[src/scdp_ram.sv]
// Generic single-port-write, single-port-read RAM with registered read data.
// No dependencies.
module scdp_ram #(
	parameter int WIDTH = 16,
	parameter int DEPTH = 256
) (
	input  logic                                   clk,
	input  logic                                   we,
	input  logic [((DEPTH > 1) ? $clog2(DEPTH) : 1)-1:0] waddr,
	input  logic [WIDTH-1:0]                       wdata,
	input  logic [((DEPTH > 1) ? $clog2(DEPTH) : 1)-1:0] raddr,
	output logic [WIDTH-1:0]                       rdata
);

	logic [WIDTH-1:0] mem_q [DEPTH];

	// Write one word, read one word a cycle
	always_ff @(posedge clk) begin
		if (we) begin
			mem_q[waddr] <= wdata;
		end
		rdata <= mem_q[raddr];
	end

endmodule

[config.mk]
export PLATFORM = sky130hd
export DESIGN_NAME = scdp_ram
export DESIGN_NICKNAME = d
export VERILOG_FILES = /design/src/scdp_ram.sv
export SDC_FILE = /design/constraint.sdc
export NUM_CORES = 2
export LEC_CHECK = 0
export BUFFER_PORTS_ARGS = -buffer_cell sky130_fd_sc_hd__buf_2
export CELL_PAD_IN_SITES_DETAIL_PLACEMENT = 0
export CELL_PAD_IN_SITES_GLOBAL_PLACEMENT = 1
export CORE_UTILIZATION = 40
export DETAILED_ROUTE_END_ITERATION = 10
export GPL_ROUTABILITY_DRIVEN = 0
export PLACE_DENSITY_LB_ADDON = 0.1
export RECOVER_POWER = 25
export SYNTH_ARGS = -nofsm -noshare
export SYNTH_HDL_FRONTEND = slang
export SYNTH_SLANG_ARGS = --single-unit
[constraint.sdc]
create_clock -name clk -period 2.7 [get_ports clk]
set_input_delay 0.27 -clock clk [delete_from_list [all_inputs] [get_ports clk]]
set_output_delay 0.27 -clock clk [all_outputs]
set_load 0.02 [all_outputs]
=== Word level (Yosys, flattened, before mapping) ===
Memories as Yosys holds them, arrays and structs flattened. A register that Yosys moved wholly into a read port is not among the register bits.
Cells that the tools add are included.

* Memories kept: 1
* Output and inout port bits: 16
* Logic and storage cells: 3
* Input bits: 34
* Bits in read-only memories: 0
* Latch bits: 0
* Memory bits (writable): 4096
* Bits in registers: 0

* Divide/modulo/power cells: 0
* Reduce and logical (&&, ||, !) cells: 0
* Equal/unequal tests: 0
* Add/subtract/negate cells: 0
* Multipliers: 0
* Bitwise logic cells: 0
* Shift operators: 0
* Multiplexer cells: 2
* Order comparisons: 0

{| class="wikitable"
|+ Memory list
! name !! depth !! width !! read ports !! clocked after Yosys merged registers in !! wr ports !! RTL line !! RTL
|-
| mem_q || 256 || 16 || 1 || 1 || 1 || 15 || <nowiki>logic [WIDTH-1:0] mem_q [DEPTH];</nowiki>
|}

{| class="wikitable"
|+ Operator list
! kind !! count
|-
| $mux W1 || 2
|}

=== Depth between registers and ports, before layout ===
* Depth in word-level cells: 2
* Depth in mapped cells: 12
* Mapped depth without buffers: 6

=== Least setup slack after synthesis ===
Ideal clock, no wire load.

* Kind: in2reg
* Start: in waddr[3] (netlist name)
* End: mem mem_q[235][0], enable pin
* Arrival: 2.047 ns
* Path slack: 0.265 ns
* Stages on the path: 6
* Buffers on the path: 3
* Required time: 2.312 ns
* Library setup time: 0.388 ns
* Cells stage by stage: clkbuf_1 -> nor2b_1 -> clkbuf_1 -> nand4_1 -> clkbuf_1 -> nor2_1

{| class="wikitable"
|+ RTL lines
! what !! RTL line !! RTL
|-
| start, declared || 9 || <nowiki>input logic [((DEPTH > 1) ? $clog2(DEPTH) : 1)-1:0] waddr,</nowiki>
|-
| end, declared || 15 ||
|}

No word-level cell before the write port.

==> flow_summary.json <==
{
  "status": "finished, violations left",
  "violations": "capacitance limit, slew limit",
  "final_nets": 8596,
  "synthArstFlopShare_pct": 0,
  "post-cts-setup-buffer-count": 0,
  "cellPowerDensity_nw_per_um2": 735,
  "post-route-min-period_ns": 2.69,
  "syn_area_um2": 159000,
  "cp_top_family": "compound AO/OA/AOI/OAI gates",
  "dr.pass1.iters": 6,
  "max-slew-margin-rel_pct": -81.6,
  "cp_max_fo": 24,
  "vias": 81000,
  "synth-edff-count": 4096,
  "worstPathCellList": "buf_8, buf_12, or2_4, buf_12, buf_4, buf_4, o221ai_1, o22ai_1, a22oi_1, nand3_1, nor4_1",
  "yosysMostFrequentCell": "edfxtp_1",
  "rsz0062_at_grt": "false",
  "avgSynthCellArea_um2": 21.6,
  "drtIter0Drc": 8931,
  "dpl-instance-area_um2": 174000,
  "die-area_um2": 399000,
  "fill_cells": 32500,
  "pre_cts_ws_ns": -1.00,
  "slew_viol_final": 1308,
  "path_buf_inv": 5,
  "rrSetupSlack_ns": 0.03,
  "synth_cell_types": 52,
  "cts_made_buffers": 442,
  "worstPathArrival_ns": 3.56,
  "insertion_delay_ns": 1.02,
  "rr_worst_depth": 6,
  "hold_viol": 0,
  "grt_use_total_pct": 23.6,
  "clkTransAtPathRegs_ns": 0.06,
  "yosysWarnings": 0,
  "dp.cells": 13300,
  "power_leakage_nw": 61.2,
  "hp-class": "primary input to flip-flop",
  "synthCells": 7360,
  "grt_pass1_vias": 81600,
  "pin_count": 50,
  "synth-seq-area-share_pct": 77.7,
  "cts_sinks": 4112,
  "finalClockSkew_ns": 0.0517,
  "fp.coreArea_um2": 394000,
  "min_period_over_period_pct": 99.6,
  "max_cap_violations": 21,
  "cts_tree": "done",
  "tightest_slew_ns": 2.72,
  "cts.path.max_buffers": 4,
  "critPathSlowestCell": "a22oi_1",
  "synth_area_leaders": "edfxtp_1 (77%), mux4_2 (11%), mux2i_1 (3.6%), o221ai_1 (1.4%), nor2_1 (0.72%)",
  "drive_gt1_share_pct": 32.3,
  "finalPower_mw": 139,
  "htree_num_levels": 5,
  "fmax_ghz": 0.372,
  "whs_path_depth": 5,
  "portBuffers": 49,
  "antenna_found_initial": 32,
  "overflow": 0,
  "crit_path_max_incr_delay_ns": 0.54,
  "netlist.area_leader.share_pct": 77.5,
  "fin_cells": 14200,
  "dp_hpwl_um": 305000,
  "grt_max_degree": 109,
  "design_area_um2": 188000,
  "setup_viol": 0,
  "cp.required_ns": 3.57,
  "start_util_pct": 40.3,
  "synth_area_leader_cell": "edfxtp_1",
  "criticalPathCategory": "primary input to flip-flop",
  "ys_ff_latch": 4112,
  "rows": 230,
  "crit_cells": 11,
  "synthFlopType": "edfxtp_1",
  "start_kind": "primary input",
  "clockRootBuffer": "clkbuf_16",
  "wl_per_cell_um": 33.5,
  "synth_fp_nets": 7394,
  "area_growth_pct": 18.8,
  "end_kind": "flip-flop",
  "drc": 0,
  "viasPerCell": 5.72,
  "die_h_um": 632,
  "ir_drop_mv": 0.574,
  "grt_pass1_wl_um": 660000,
  "ant_nets": 0,
  "die_x_um": 632,
  "whs_ns": 0.0868,
  "netlist_top_cells_count": "edfxtp_1 (4,096), mux4_2 (797), mux2i_1 (565)",
  "wl_um": 475000,
  "setup_ws_ns": 0.0118
}
final timing paths:
check | startpoint | to
setup / recovery | raddr[1] | rdata[10]
hold / removal | waddr[2] | mem_q[51][6]
hold reg to reg | mem_q[216][4] | rdata[4]
setup reg to reg | mem_q[30][5] | rdata[5]
worst min-delay path, stage by stage:
cell	delay, ns
buf_2	0.10
nor2_1	0.06
nand4_1	0.13
buf_12	0.19
nor2_1	0.11
power by group:
part | internal, mW | switching, mW | leakage [nW] | total (mW)
clock | 34.9 | 25.2 | 7.00 | 60.1
sequential | 70.4 | 0.157 | 36.9 | 70.6
combinational | 2.99 | 4.96 | 17.2 | 7.94
total | 108 | 30.4 | 61.2 | 139
registers in the layout (all words and copies together) (netlist names):
register,flops
rdata,16
mem_q,4096
what timing repair did:
action | 4_1_cts | 5_1_grt
endpoints found under the setup margin | 4 | 4
resized for setup | 5 | 4
pin swaps | 0 | 0
cloned | 0 | 0
hold endpoints to repair | 2116 | 0
hold buffers | 22 | 0
stage by stage:
step | setup TNS, ns | util [%]
after global routing | 0 | 47.9
final | 0 | 47.9
after CTS | 0 | 48.0
after floorplan | 0 | -
after detailed placement | -12.06 | 44.3
after global placement | -12.53 | 44.3
cells by family after synthesis:
family | Yosys count | synth area share, %
flip-flops | 4112 | 77.7
multiplexers | 1450 | 15.5
AO/OA/AOI/OAI | 786 | 3.54
AND/OR/NAND/NOR | 556 | 1.57
buffers and inverters | 456 | 1.69
area by class of cell:
cell class | instances | area [um^2] | share of cell area, %
Tap cell | 5220 | 6530 | 3.46
Timing Repair Buffer | 1210 | 11000 | 5.83
Clock buffer | 529 | 11500 | 6.09
Inverter | 4 | 27.5 | 0.0146
Clock inverter | 278 | 2870 | 1.52
Sequential cell | 4112 | 123000 | 65.4
Multi-Input combinational cell | 2792 | 33300 | 17.6
Antenna cell | 13 | 32.5 | 0.0173
per-layer routing:
layer  track usage, %  share of wire (%)  vias to the layer above
li1                 -                  -                    33800
met1             35.3                 45                    44100
met2             37.2                 47                     2626
met3             3.13                6.0                      513
met4             4.50                2.0                        8
met5                0              0.010                        -
placed cells by master, fill, tap and decap left out, types with 148 or more instances in the layout:
cell type and count:
buf_12 158, mux2i_1 565, edfxtp_1 4096, buf_4 947, clkbuf_16 446, o221ai_1 252
o22ai_1 148, mux4_2 797, a21oi_1 175, nor2_2 157
(Power assumes the default switching activity.)
